--- src/rsn_pp_pkg.sv ---
// Shared types and constants for the RSN element key identifier parser.
package rsn_pp_pkg;

   localparam int MAX_FRAME_BYTES = 4096;

   // Byte offset saturates at the maximum; element ends can run one byte plus a length past it.
   localparam int OFFSET_W = $clog2(MAX_FRAME_BYTES + 1);
   localparam int NEO_W    = $clog2(MAX_FRAME_BYTES + 257);

   localparam int HDR_BYTES    = 24;
   localparam int FIXED_BEACON = 12;
   localparam int FIXED_ASSOC  = 6;
   localparam int IE_BEACON    = HDR_BYTES + FIXED_BEACON;
   localparam int IE_ASSOC     = HDR_BYTES + FIXED_ASSOC;
   localparam int ADDR1_AT     = 4;
   localparam int ADDR3_AT     = 16;
   localparam int ADDR_BYTES   = 6;
   localparam int HEAD_SKIP    = 6;
   localparam int CAPS_BYTES   = 2;
   localparam int KEY_BYTES    = 16;
   localparam int SSID_MAX     = 32;

   localparam logic [7:0]  ID_SSID       = 8'd0;
   localparam logic [7:0]  ID_RSN        = 8'd48;
   localparam logic [47:0] ADDR_ALL_ONES = 48'hFFFF_FFFF_FFFF;

   localparam logic [2:0] ST_KEY_FOUND = 3'd0;
   localparam logic [2:0] ST_TOO_SHORT = 3'd1;
   localparam logic [2:0] ST_NO_RSN    = 3'd2;
   localparam logic [2:0] ST_NO_KEY_ID = 3'd3;
   localparam logic [2:0] ST_OVERSIZE  = 3'd4;

   typedef struct packed {
      logic [7:0] frame_byte;
      logic       frame_kind;
      logic       last_byte;
   } req_word_type;

   typedef struct packed {
      logic [2:0]  frame_status;
      logic [47:0] bss_address;
      logic [47:0] client_address;
      logic [63:0] key_id_high;
      logic [63:0] key_id_low;
      logic [5:0]  ssid_length;
   } rsp_word_type;

endpackage

--- src/rsn_pp_in_stage.sv ---
// Input register: holds one request word until the walker takes it.
module rsn_pp_in_stage
   import rsn_pp_pkg::*;
(
   input  logic         clock,
   input  logic         reset,
   input  logic         req_valid,
   input  logic         req_stall,
   input  req_word_type req_word,
   output logic         word_valid,
   output req_word_type word
);

   logic         valid_ff;
   req_word_type word_ff;

   always_ff @(posedge clock) begin
      if (reset) begin
         valid_ff <= 1'b0;
      end else if (!req_stall) begin
         valid_ff <= req_valid;
      end
      if (req_valid && !req_stall) begin
         word_ff <= req_word;
      end
   end

   assign word_valid = valid_ff;
   assign word       = word_ff;

endmodule

--- src/rsn_pp_walker.sv ---
// Frame state: header capture, element walk, RSN body steps and final status.
module rsn_pp_walker
   import rsn_pp_pkg::*;
(
   input  logic         clock,
   input  logic         reset,
   input  logic         step,
   input  req_word_type item,
   output rsp_word_type result
);

   typedef enum logic [3:0] {
      PH_IDLE, PH_HEAD, PH_PC_LO, PH_PC_HI, PH_PW_SKIP, PH_AKM_LO, PH_AKM_HI,
      PH_AKM_SKIP, PH_CAPS, PH_PMK_LO, PH_PMK_HI, PH_KEY, PH_DONE, PH_FAIL
   } phase_type;

   logic [OFFSET_W-1:0] off_ff, off_in;
   logic [NEO_W-1:0]    neo_ff, neo_in;
   logic [7:0]          elem_id_ff, elem_id_in;
   phase_type           phase_ff, phase_in;
   logic [17:0]         skip_ff, skip_in;
   logic [7:0]          count_ff, count_in;
   logic [63:0]         key_ff [2];
   logic [63:0]         key_in [2];
   logic [47:0]         bss_ff, bss_in;
   logic [47:0]         client_ff, client_in;
   logic [5:0]          ssid_bytes_ff, ssid_bytes_in;
   logic                rsn_seen_ff, rsn_seen_in;
   logic                key_ok_ff, key_ok_in;
   logic                over_ff, over_in;
   logic                kind_ff, kind_in;
   logic                ssid_seen_ff, ssid_seen_in;
   logic [NEO_W-1:0]    ssid_end_ff, ssid_end_in;
   logic [NEO_W-1:0]    rsn_end_ff, rsn_end_in;

   logic [7:0]          b;
   logic [OFFSET_W-1:0] o;
   logic [NEO_W-1:0]    o_w;
   logic [OFFSET_W-1:0] ie;
   logic [NEO_W-1:0]    elem_end;
   logic [17:0]         cnt4;
   logic                in_body;
   logic                key_half;
   logic [OFFSET_W-1:0] ie_len;
   logic [NEO_W-1:0]    len_w;

   always_comb begin
      off_in        = off_ff;
      neo_in        = neo_ff;
      elem_id_in    = elem_id_ff;
      phase_in      = phase_ff;
      skip_in       = skip_ff;
      count_in      = count_ff;
      key_in        = key_ff;
      bss_in        = bss_ff;
      client_in     = client_ff;
      ssid_bytes_in = ssid_bytes_ff;
      rsn_seen_in   = rsn_seen_ff;
      key_ok_in     = key_ok_ff;
      over_in       = over_ff;
      kind_in       = kind_ff;
      ssid_seen_in  = ssid_seen_ff;
      ssid_end_in   = ssid_end_ff;
      rsn_end_in    = rsn_end_ff;

      b        = item.frame_byte;
      o        = off_ff;
      o_w      = NEO_W'(off_ff);
      ie       = (off_ff == '0 ? item.frame_kind : kind_ff) ?
                 OFFSET_W'(IE_ASSOC) : OFFSET_W'(IE_BEACON);
      elem_end = o_w + NEO_W'(1) + NEO_W'(b);
      cnt4     = {b, count_ff, 2'b00};
      in_body  = (phase_ff != PH_IDLE) && (phase_ff != PH_DONE) && (phase_ff != PH_FAIL);
      key_half = (skip_ff > 18'(KEY_BYTES / 2)) ? 1'b0 : 1'b1;

      if (step) begin
         if (off_ff >= OFFSET_W'(MAX_FRAME_BYTES)) begin
            over_in = 1'b1;
         end else begin
            if (o == '0) begin
               kind_in = item.frame_kind;
               neo_in  = NEO_W'(ie);
            end
            if (o >= OFFSET_W'(ADDR1_AT) && o < OFFSET_W'(ADDR1_AT + ADDR_BYTES)) begin
               client_in = {client_ff[39:0], b};
            end
            if (o >= OFFSET_W'(ADDR3_AT) && o < OFFSET_W'(ADDR3_AT + ADDR_BYTES)) begin
               bss_in = {bss_ff[39:0], b};
            end
            if (o >= ie) begin
               if (o_w == neo_ff) begin
                  elem_id_in = b;
                  // a new element starting means the RSN body ran out
                  if (in_body) phase_in = PH_FAIL;
               end else if (o_w == neo_ff + NEO_W'(1)) begin
                  neo_in = elem_end;
                  if (elem_id_ff == ID_SSID && !ssid_seen_ff) begin
                     ssid_seen_in  = 1'b1;
                     ssid_end_in   = elem_end;
                     ssid_bytes_in = (b >= 8'd1 && b <= 8'(SSID_MAX)) ? b[5:0] : 6'd0;
                  end
                  if (elem_id_ff == ID_RSN && !rsn_seen_ff) begin
                     rsn_seen_in = 1'b1;
                     rsn_end_in  = elem_end;
                     phase_in    = PH_HEAD;
                     skip_in     = 18'(HEAD_SKIP);
                  end
               end else if (in_body) begin
                  unique case (phase_ff) inside
                     PH_HEAD: begin
                        skip_in = skip_ff - 18'd1;
                        if (skip_ff == 18'd1) phase_in = PH_PC_LO;
                     end
                     PH_PC_LO, PH_AKM_LO, PH_PMK_LO: begin
                        count_in = b;
                        phase_in = phase_type'(phase_ff + 4'd1);
                     end
                     PH_PC_HI: begin
                        skip_in  = cnt4;
                        phase_in = (cnt4 != '0) ? PH_PW_SKIP : PH_AKM_LO;
                     end
                     PH_PW_SKIP: begin
                        skip_in = skip_ff - 18'd1;
                        if (skip_ff == 18'd1) phase_in = PH_AKM_LO;
                     end
                     PH_AKM_HI: begin
                        if (cnt4 != '0) begin
                           skip_in  = cnt4;
                           phase_in = PH_AKM_SKIP;
                        end else begin
                           skip_in  = 18'(CAPS_BYTES);
                           phase_in = PH_CAPS;
                        end
                     end
                     PH_AKM_SKIP: begin
                        skip_in = skip_ff - 18'd1;
                        if (skip_ff == 18'd1) begin
                           skip_in  = 18'(CAPS_BYTES);
                           phase_in = PH_CAPS;
                        end
                     end
                     PH_CAPS: begin
                        skip_in = skip_ff - 18'd1;
                        if (skip_ff == 18'd1) phase_in = PH_PMK_LO;
                     end
                     PH_PMK_HI: begin
                        if ({b, count_ff} == 16'd0) begin
                           phase_in = PH_FAIL;
                        end else begin
                           skip_in  = 18'(KEY_BYTES);
                           phase_in = PH_KEY;
                        end
                     end
                     PH_KEY: begin
                        key_in[key_half] = {key_ff[key_half][55:0], b};
                        skip_in = skip_ff - 18'd1;
                        if (skip_ff == 18'd1) begin
                           phase_in  = PH_DONE;
                           key_ok_in = 1'b1;
                        end
                     end
                     default: ;
                  endcase
               end
            end
            off_in = off_ff + OFFSET_W'(1);
         end
      end

      // status from the state after this byte
      ie_len = kind_in ? OFFSET_W'(IE_ASSOC) : OFFSET_W'(IE_BEACON);
      len_w  = NEO_W'(off_in);
      result = '0;
      if (over_in) begin
         result.frame_status = ST_OVERSIZE;
      end else if (off_in < ie_len) begin
         result.frame_status = ST_TOO_SHORT;
      end else begin
         if (!rsn_seen_in || rsn_end_in > len_w) begin
            result.frame_status = ST_NO_RSN;
         end else if (!key_ok_in) begin
            result.frame_status = ST_NO_KEY_ID;
         end else begin
            result.frame_status = ST_KEY_FOUND;
            result.key_id_high  = key_in[0];
            result.key_id_low   = key_in[1];
         end
         result.bss_address    = bss_in;
         result.client_address = kind_in ? client_in : ADDR_ALL_ONES;
         if (!kind_in && ssid_seen_in && ssid_end_in <= len_w) begin
            result.ssid_length = ssid_bytes_in;
         end
      end
   end

   always_ff @(posedge clock) begin
      if (reset || (step && item.last_byte)) begin
         off_ff        <= '0;
         neo_ff        <= '0;
         elem_id_ff    <= '0;
         phase_ff      <= PH_IDLE;
         skip_ff       <= '0;
         count_ff      <= '0;
         bss_ff        <= '0;
         client_ff     <= '0;
         ssid_bytes_ff <= '0;
         rsn_seen_ff   <= 1'b0;
         key_ok_ff     <= 1'b0;
         over_ff       <= 1'b0;
         kind_ff       <= 1'b0;
         ssid_seen_ff  <= 1'b0;
         ssid_end_ff   <= '0;
         rsn_end_ff    <= '0;
      end else begin
         off_ff        <= off_in;
         neo_ff        <= neo_in;
         elem_id_ff    <= elem_id_in;
         phase_ff      <= phase_in;
         skip_ff       <= skip_in;
         count_ff      <= count_in;
         bss_ff        <= bss_in;
         client_ff     <= client_in;
         ssid_bytes_ff <= ssid_bytes_in;
         rsn_seen_ff   <= rsn_seen_in;
         key_ok_ff     <= key_ok_in;
         over_ff       <= over_in;
         kind_ff       <= kind_in;
         ssid_seen_ff  <= ssid_seen_in;
         ssid_end_ff   <= ssid_end_in;
         rsn_end_ff    <= rsn_end_in;
      end
      // key store is always fully rewritten before a found status reads it
      key_ff <= key_in;
   end

   a_off_bound: assert property (@(posedge clock) disable iff (reset)
      off_ff <= OFFSET_W'(MAX_FRAME_BYTES))
      else $error("byte offset past maximum");

   a_phase_needs_rsn: assert property (@(posedge clock) disable iff (reset)
      (phase_ff != PH_IDLE) |-> rsn_seen_ff)
      else $error("RSN phase active without RSN element");

   a_key_ok_done: assert property (@(posedge clock) disable iff (reset)
      key_ok_ff |-> (phase_ff == PH_DONE))
      else $error("key id flagged but RSN walk not done");

   a_clear_after_last: assert property (@(posedge clock) disable iff (reset)
      (step && item.last_byte) |=> (off_ff == '0 && phase_ff == PH_IDLE && !over_ff))
      else $error("frame state not cleared after last byte");

endmodule

--- src/rsn_pp_out_stage.sv ---
// Result register: holds the frame status word until the consumer takes it.
module rsn_pp_out_stage
   import rsn_pp_pkg::*;
(
   input  logic         clock,
   input  logic         reset,
   input  logic         load,
   input  rsp_word_type result,
   input  logic         rsp_stall,
   output logic         rsp_valid,
   output rsp_word_type rsp_word
);

   logic         valid_ff;
   rsp_word_type word_ff;

   always_ff @(posedge clock) begin
      if (reset) begin
         valid_ff <= 1'b0;
      end else if (load) begin
         valid_ff <= 1'b1;
      end else if (!rsp_stall) begin
         valid_ff <= 1'b0;
      end
      if (load) begin
         word_ff <= result;
      end
   end

   assign rsp_valid = valid_ff;
   assign rsp_word  = word_ff;

endmodule

--- src/rsn_element_pmkid_parser_unit.sv ---
// Top level of the RSN element key identifier parser.
//
//   channel  direction  word           handshake
//   req      in         frame byte     req_valid / req_stall
//   rsp      out        frame status   rsp_valid / rsp_stall
//
// One byte per cycle sustained unless a last byte waits on a stalled result: a byte sits in
// the input register and updates the frame state at the edge that moves it on; a last byte
// loads the result register there, and its result word is valid from that edge on.
// Synchronous reset clears all frame state but the key store; no clearing pass follows.
// Only a last byte waits on a stalled result; other bytes flow on through a stall.
module rsn_element_pmkid_parser_unit
   import rsn_pp_pkg::*;
(
   input  logic         clock,
   input  logic         reset,
   input  logic         req_valid,
   output logic         req_stall,
   input  req_word_type req_word,
   output logic         rsp_valid,
   input  logic         rsp_stall,
   output rsp_word_type rsp_word
);

   logic         word_valid;
   req_word_type word;
   logic         step;
   rsp_word_type result;

   // a last byte needs the result register free or draining this cycle
   assign step      = word_valid && (!word.last_byte || !rsp_valid || !rsp_stall);
   assign req_stall = word_valid && !step;

   rsn_pp_in_stage u_in_stage (
      .clock      (clock),
      .reset      (reset),
      .req_valid  (req_valid),
      .req_stall  (req_stall),
      .req_word   (req_word),
      .word_valid (word_valid),
      .word       (word)
   );

   rsn_pp_walker u_walker (
      .clock  (clock),
      .reset  (reset),
      .step   (step),
      .item   (word),
      .result (result)
   );

   rsn_pp_out_stage u_out_stage (
      .clock     (clock),
      .reset     (reset),
      .load      (step && word.last_byte),
      .result    (result),
      .rsp_stall (rsp_stall),
      .rsp_valid (rsp_valid),
      .rsp_word  (rsp_word)
   );

endmodule

--- config.mk ---
export PLATFORM = sky130hd
export DESIGN_NAME = rsn_element_pmkid_parser_unit
export DESIGN_NICKNAME = d
export VERILOG_FILES = /design/src/rsn_pp_pkg.sv /design/src/rsn_pp_in_stage.sv /design/src/rsn_pp_walker.sv /design/src/rsn_pp_out_stage.sv /design/src/rsn_element_pmkid_parser_unit.sv
export SDC_FILE = /design/constraint.sdc
export NUM_CORES = 1
export LEC_CHECK = 0
export BUFFER_PORTS_ARGS = -buffer_cell sky130_fd_sc_hd__buf_2
export CORE_UTILIZATION = 25
export DETAILED_ROUTE_END_ITERATION = 8
export SKIP_CTS_REPAIR_TIMING = 1
export SLEW_MARGIN = 0
export SYNTH_ARGS = -nofsm -noshare
export SYNTH_HDL_FRONTEND = slang
export SYNTH_SLANG_ARGS = --single-unit
--- constraint.sdc ---
create_clock -name clock -period 9.73 [get_ports clock]
set_input_delay 0 -clock clock [delete_from_list [all_inputs] [get_ports clock]]
set_output_delay 0 -clock clock [all_outputs]
set_load 0.005 [all_outputs]
**Word level (Yosys, flattened, before mapping)**

Index checks and enable logic that the tools add are counted.
W data, S select, Z words.

- Add/sub/neg operators: 5
- Magnitude comparators: 14
- Equality and inequality tests: 27
- Mux-type cells: 99
- Bitwise gates (word level): 6
- Reduce and logical (&&, ||, !) cells: 45

Operator list:

| operator | count |
|---|---|
| $mux W128 | 7 |
| $mux W48 | 7 |
| $mux W13 | 18 |
| $mux W56 | 3 |
| $bwmux W128 | 1 |
| $mux W18 | 6 |
| $pmux W18 S5 | 1 |
| $demux W64 S1 | 1 |
| $mux W64 | 1 |
| $mux W6 | 9 |
| $mux W4 | 11 |
| $pmux W4 S9 | 1 |
| $mux W1 | 29 |
| $add A13 B1 Y13 const B | 2 |
| $eq A13 B13 Y1 | 2 |
| $eq A18 B1 Y1 const B | 1 |
| $gt A18 B4 Y1 const B | 1 |
| $sub A18 B1 Y18 const B | 1 |
| $eq A4 B3 Y1 const B | 4 |
| $eq A4 B4 Y1 const B | 4 |
| $logic_not A16 Y1 | 1 |
| $ne A4 B1 Y1 const B | 4 |
| $reduce_bool A16 Y1 | 1 |
| $logic_and A1 B1 Y1 | 14 |
| other kinds (43) | 66 |

- Flip-flop bits (word level): 570
- Bits of input ports: 14
- Output and inout port bits: 235
- Logic and storage cells: 226

**Longest topological paths before layout**

- Depth in word-level cells: 15
- Mapped depth: 28
- Mapped depth without buffers: 23

**Cells and area by module**

From an unflattened synthesis, not the netlist that was laid out.

- Cells, all modules: 1980
- Area, all modules: 24183.2 sq um

Modules (own cells, without submodules):

| module | instances | cells each | area each (sq um) |
|---|---|---|---|
| rsn_pp_walker | 1 | 1724 | 16788.6 |
| rsn_pp_out_stage | 1 | 236 | 7025.5 |
| rsn_pp_in_stage | 1 | 14 | 342.8 |
| rsn_element_pmkid_parser_unit | 1 | 6 | 26.3 |

**Least setup slack after synthesis**

Ideal clock, no wire load.

- Path kind: register to register
- Start: register u_in_stage.word_ff (netlist bit u_in_stage.word[0])
- End: register u_walker.client_ff[34]
- Data arrival time: 7.421 ns
- Data required time: 9.604 ns
- Path slack: 2.183 ns
- Stages on the path, launching flop included: 8
- Path buffers: 3
- Cells stage by stage: edfxtp_1 nand3_1 and3_1 or2_2 clkbuf_1 clkbuf_1 clkbuf_1 nor2_1

- Longest elaborated chain between the ends: 6
- Elaborated cells on any way between the ends: 7
- Classes of those cells: mux: 1; reduce/logical: 6

Ends and longest elaborated chain:

| what | line | RTL |
|---|---|---|
| start, declared | rsn_pp_in_stage.sv:15 | `req_word_type word_ff;` |
| start signal, assigned | rsn_pp_in_stage.sv:24 | `word_ff <= req_word;` |
| $logic_not A1 Y1 | rsn_element_pmkid_parser_unit.sv:31 | `assign step = word_valid && (!word.last_byte \|\| !rsp_valid \|\| !rsp_stall);` |
| $logic_or A1 B1 Y1 (2 in series) | rsn_element_pmkid_parser_unit.sv:31 |  |
| $logic_and A1 B1 Y1 | rsn_element_pmkid_parser_unit.sv:31 |  |
| $logic_and A1 B1 Y1 (*) | -- |  |
| via u_out_stage.load | rsn_pp_out_stage.sv:7 | `input logic load,` |
| $logic_or A1 B1 Y1 (*) | rsn_pp_walker.sv:197 | `if (reset \|\| (step && item.last_byte)) begin` |
| end signal, assigned | rsn_pp_walker.sv:222 | `client_ff <= client_in;` |
| end, declared | rsn_pp_walker.sv:26 | `logic [47:0] client_ff, client_in;` |

The timed path passes the listed nets; every way through them passes the cells marked *.
A chain may end at the register's enable or synchronous reset.

**Worst setup path after layout**

- Start: register u_walker.off_ff[1] (netlist: u_walker.o[1])
- End: register u_out_stage.word_ff (netlist bit u_out_stage.rsp_word[38]) (data pin)

- Longest elaborated chain between the ends: 11
- Elaborated cells on any way between the ends: 43
- Classes of those cells: add/sub: 2; order compare: 4; eq/ne: 2; mux: 30; bitwise: 1; reduce/logical: 4

Ends and longest elaborated chain:

| what | line | RTL |
|---|---|---|
| start, declared | rsn_pp_walker.sv:17 | `logic [OFFSET_W-1:0] off_ff, off_in;` |
| start signal, assigned | rsn_pp_walker.sv:215 | `off_ff <= off_in;` |
| $add A13 B1 Y13 | rsn_pp_walker.sv:71 | `elem_end = o_w + NEO_W'(1) + NEO_W'(b);` |
| $add A13 B8 Y13 | rsn_pp_walker.sv:71 |  |
| $mux W13 | rsn_pp_walker.sv:102 | `if (elem_id_ff == ID_RSN && !rsn_seen_ff) begin` |
| $mux W13 | rsn_pp_walker.sv:95 | `end else if (o_w == neo_ff + NEO_W'(1)) begin` |
| $mux W13 | rsn_pp_walker.sv:91 | `if (o_w == neo_ff) begin` |
| $mux W13 | rsn_pp_walker.sv:90 | `if (o >= ie) begin` |
| $mux W13 (*) | rsn_pp_walker.sv:77 | `if (off_ff >= OFFSET_W'(MAX_FRAME_BYTES)) begin` |
| $mux W13 (*) | rsn_pp_walker.sv:76 | `if (step) begin` |
| via u_walker.rsn_end_in[10] | rsn_pp_walker.sv:34 | `logic [NEO_W-1:0] rsn_end_ff, rsn_end_in;` |
| $gt A13 B13 Y1 (*) | rsn_pp_walker.sv:179 | `if (!rsn_seen_in \|\| rsn_end_in > len_w) begin` |
| $logic_or A1 B1 Y1 (*) | rsn_pp_walker.sv:179 |  |
| $reduce_or A4 Y1 (no source line) (*) | -- |  |
| end signal, assigned | rsn_pp_out_stage.sv:26 | `word_ff <= result;` |
| end, declared | rsn_pp_out_stage.sv:15 | `rsp_word_type word_ff;` |

Marks and branches as above.

==> implementation parameters <==
Parameter                              Value

GRT
  First-pass GRT wire length ... around 95000 um
  Met1 Usage GRT ... between 15 and 20%
  Met2 global-route usage ... 20.0%
  Number of global-route vias before repair ... 15700
  Antenna violations before repair ... 3
  Remaining global-route overflow ... 0
  Most Crowded Layer GR ... met2
  GRT Resource Usage Total ... roughly 13%
  Routing usage on met3 ... ~2.8%
  Largest net degree at the start of global routing ... roughly 140

Layout
  Area of all placed cells without fillers ... approximately 0.028 sq mm
  Number of filler cells placed in the layout ... 9603
  Number of diodes ... 0
  Final #Nets ... around 2400
  Number of standard cells in the final layout excluding fillers ... about 3700
  Layout cells sized above 1 ... 21.8%
  Final standard cell utilization of the core ... between 30% and 40%
  Area growth, synth to finish ... 20.3%

Critical path
  Worst Path Arrival ... around 7000 ps
  Type of the worst setup path ... reg2reg
  Data required time at the worst endpoint ... about 10000 ps
  Launching element type of the critical path ... flop
  Crit. End Element ... flop
  Maximum fanout count along the critical path ... 128

Clock tree
  Clock latency of the later-clocked register in the worst-skew pair ... about 640 ps
  Clock buffer count from CTS ... 60
  Maximum root-to-sink buffer count ... 3
  Total number of clock tree sinks ... 570
  Clock tree from TritonCTS ... done
  Clock-pin slew reported for the worst setup and hold paths after clock tree synthesis ... ~60 ps
  Maximum level of the CTS H-tree ... 2
  Master cell of the clock root buffer ... clkbuf_16

Yosys
  Cell taking the most area after synthesis ... edfxtp_1
  Number of enable-type register cells in the synthesized netlist ... roughly 240
  Flops & latches, synth ... 570
  Area share of the leading cell type in the synthesized netlist ... 31.0%
  Most used DFF post-synth ... dfxtp_1
  Number of distinct library cell variants in the gate-level netlist after synthesis ... 88
  Synth top area cells ... edfxtp_1, dfxtp_1, mux2i_1, nand2_1, mux2_2
  Post-Synthesis Net Count ... about 2200
  Gate count of the mapped netlist ... 2134
  Post-Syn Area per Cell ... between 10 and 15 sq um
  Number of synthesis warnings ... 0
  Part of the Yosys area used for sequential elements ... a little under 60%
  Cell area after synthesis ... between 0.02 and 0.025 sq mm
  Proportion of synthesized flip-flops having asynchronous set or reset ... 0%

Floorplanning
  Core outline area ... just over 0.09 sq mm
  Die footprint ... ~0.095 sq mm
  Die H ... 309 um
  Number of primary I/O pins ... ~250
  Row count ... 112
  Initial core utilization ... between 20% and 30%
  Die width ... between 300 and 400 um

STA
  Number of endpoints with negative hold slack in the final report ... 0
  Max-slew violation total from the final report ... 0
  Final number of setup-violating endpoints ... 0
  Tcrit/Tclk final ... between 60% and 70%
  Final Critical Period ... between 6000 and 7000 ps
  Setup repair after global routing missed its margin ... no
  Worst-case headroom to the max-slew limit ... around a quarter
  Setup TNS after final layout ... 0 ps
  Max frequency ... roughly 0.15 GHz
  Worst Max-Slew Pin Slew ... 1140 ps
  Worst clock skew on the final layout ... between 30 and 40 ps

Routing
  DRT Wirelength ... 62900 um
  Routed len/inst ... roughly 17 um
  Initial DRT Pass Iterations ... 5
  Via count ... 16300
  Antenna viol nets, final ... 0
  Via density per instance ... between 4 and 5
  Remaining design rule violation count ... 0
  Number of DRC markers in iteration 0 ... between 1000 and 1500

Power and ir drop
  Areal power density over the cells ... between 150 and 200 mW/mm^2
  Leakage Power ... around 11 nW
  Max rail drop VDD ... 130 uV

Hold path
  Worst min-delay path category ... in2reg

Place
  Number of buffers inserted by port buffering ... between 200 and 250
  Half-perimeter wire length after detailed placement ... 41800 um
  Area after detailed placement ... between 0.02 and 0.03 sq mm
  Routability congestion estimate ... around 0.85
  Placed Cells ... between 3000 and 4000

Flow run
  Number of max-cap violations ... 0

Outcome
  Status ... finished clean
worst max-delay path, cell delays in order (launching register included):
cell and delay [ps]:
dfxtp_1 400, inv_1 120, ha_1 140, or4b_2 590, or2_2 340, mux2_2 310, inv_1 90, ha_1 240
a21o_1 200, a2111oi_2 500, nand2b_1 220, nor2_1 120, nand3_2 350, mux2_2 400, ha_1 290, a21o_1 190
a21o_1 170, a21oi_1 220, nand2_1 80, o21ai_0 360, nand4b_1 220, buf_12 240, a21oi_1 290
cells in the final DEF (no fill, tap or decap), drive strengths merged, types with 24 or more instances in the layout:
master	synthesis	layout
and2	32	32
inv	24	26
ha	52	52
nand2	275	275
mux2i	118	118
nor3	24	24
edfxtp	243	243
xnor2	33	33
nand3	28	28
dfxtp	327	327
clkbuf	79	74
buf	50	275
mux2	88	88
nor2	248	248
o21ai	47	47
nor2b	72	72
a21oi	172	172
xor2	27	27
cell usage after synthesis, types with 19 or more instances:
| cell type | n |
|---|---|
| inv_1 | 24 |
| nor2b_1 | 72 |
| nand2_1 | 274 |
| mux2i_1 | 118 |
| o21ai_0 | 44 |
| nor2_1 | 246 |
| xnor2_1 | 33 |
| clkbuf_1 | 79 |
| nor3_1 | 24 |
| a21oi_2 | 19 |
| and2_1 | 32 |
| nand4_1 | 20 |
| a21oi_1 | 153 |
| mux2_2 | 86 |
| edfxtp_1 | 243 |
| dfxtp_1 | 327 |
| nand3_1 | 26 |
| ha_1 | 52 |
| xor2_1 | 26 |
cells by family after synthesis:
group | after synthesis | share of synthesized area [%]
xor gates and xnor gates | 60 | 2.27
adders and majority gates | 53 | 2.85
AOI/OAI and AO/OA | 322 | 8.68
DFF | 570 | 58.9
and+or+nand+nor | 769 | 15.0
muxes | 206 | 9.26
buffers and inverters | 154 | 3.01
worst paths after layout:
kind / from / to / slack (ps) / cells after the start
worst max-delay path: u_walker.o[1]$_SDFF_PP0_ / u_out_stage.rsp_word[38]$_SDFFCE_PP0P_ / 3250 / 22
worst min-delay path: req_word[3] / u_in_stage.word[3]$_DFFE_PP_ / 90 / 2
worst max register to register: u_walker.o[1]$_SDFF_PP0_ / u_out_stage.rsp_word[38]$_SDFFCE_PP0P_ / 3250 / 22
worst min register to register: u_walker.key_ff[5]$_DFF_P_ / u_walker.key_ff[13]$_DFF_P_ / 450 / 2
cell type report:
| class | instances | area (sq um) | share of cell area, % |
|---|---|---|---|
| sequential | 570 | 13800 | 49.0 |
| multi-input combinational | 1410 | 8990 | 31.8 |
| clock buffer | 74 | 1660 | 5.85 |
| timing repair buffer | 289 | 1610 | 5.69 |
| tap | 1254 | 1570 | 5.55 |
| clock inverter | 38 | 515 | 1.82 |
| inverter | 25 | 93.8 | 0.332 |
per-layer routing:
metal | part of all wire (%) | vias up | wire length [um]
met4 | 2.1 | 0 | 1330
met3 | 6.4 | 85 | 4010
met2 | 45 | 398 | 28300
li1 | - | 7972 | -
met5 | 0 | - | 0
met1 | 47 | 7883 | 29300
power breakdown:
| group | leakage [nW] | internal, mW | switching (mW) |
|---|---|---|---|
| Combinational | 5.02 | 0.0492 | 0.116 |
| Sequential | 5.15 | 2.50 | 0.0105 |
| Clock | 1.04 | 1.48 | 1.00 |
| Total | 11.2 | 4.03 | 1.13 |
flip-flops by register name (all words and copies together), names as in the netlist:
| register | flops |
|---|---|
| u_walker.ssid_end_ff | 13 |
| u_out_stage.rsp_valid | 1 |
| u_walker.ssid_seen_ff | 1 |
| u_in_stage.word | 10 |
| u_walker.count_ff | 8 |
| u_out_stage.rsp_word | 233 |
| u_walker.over_ff | 1 |
| u_walker.key_ok_ff | 1 |
| u_walker.rsn_end_ff | 13 |
| u_walker.client_ff | 48 |
| u_in_stage.word_valid | 1 |
| u_walker.bss_ff | 48 |
| u_walker.neo_ff | 13 |
| u_walker.phase_ff | 4 |
| u_walker.skip_ff | 18 |
| u_walker.kind_ff | 1 |
| u_walker.key_ff | 128 |
| u_walker.rsn_seen_ff | 1 |
| u_walker.elem_id_ff | 8 |
| u_walker.ssid_bytes_ff | 6 |
| u_walker.o | 13 |
through the flow:
step	power (mW)	hold slack, ps	setup slack, ps
floorplan	2.66	72.4	2180
global placement	2.73	179	3530
detailed placement	2.73	179	3470
CTS	5.23	-488	3430
global route	5.34	75.4	2800
finish	5.16	85.6	3250
No activity file was read; power rests on OpenSTA's default activity.
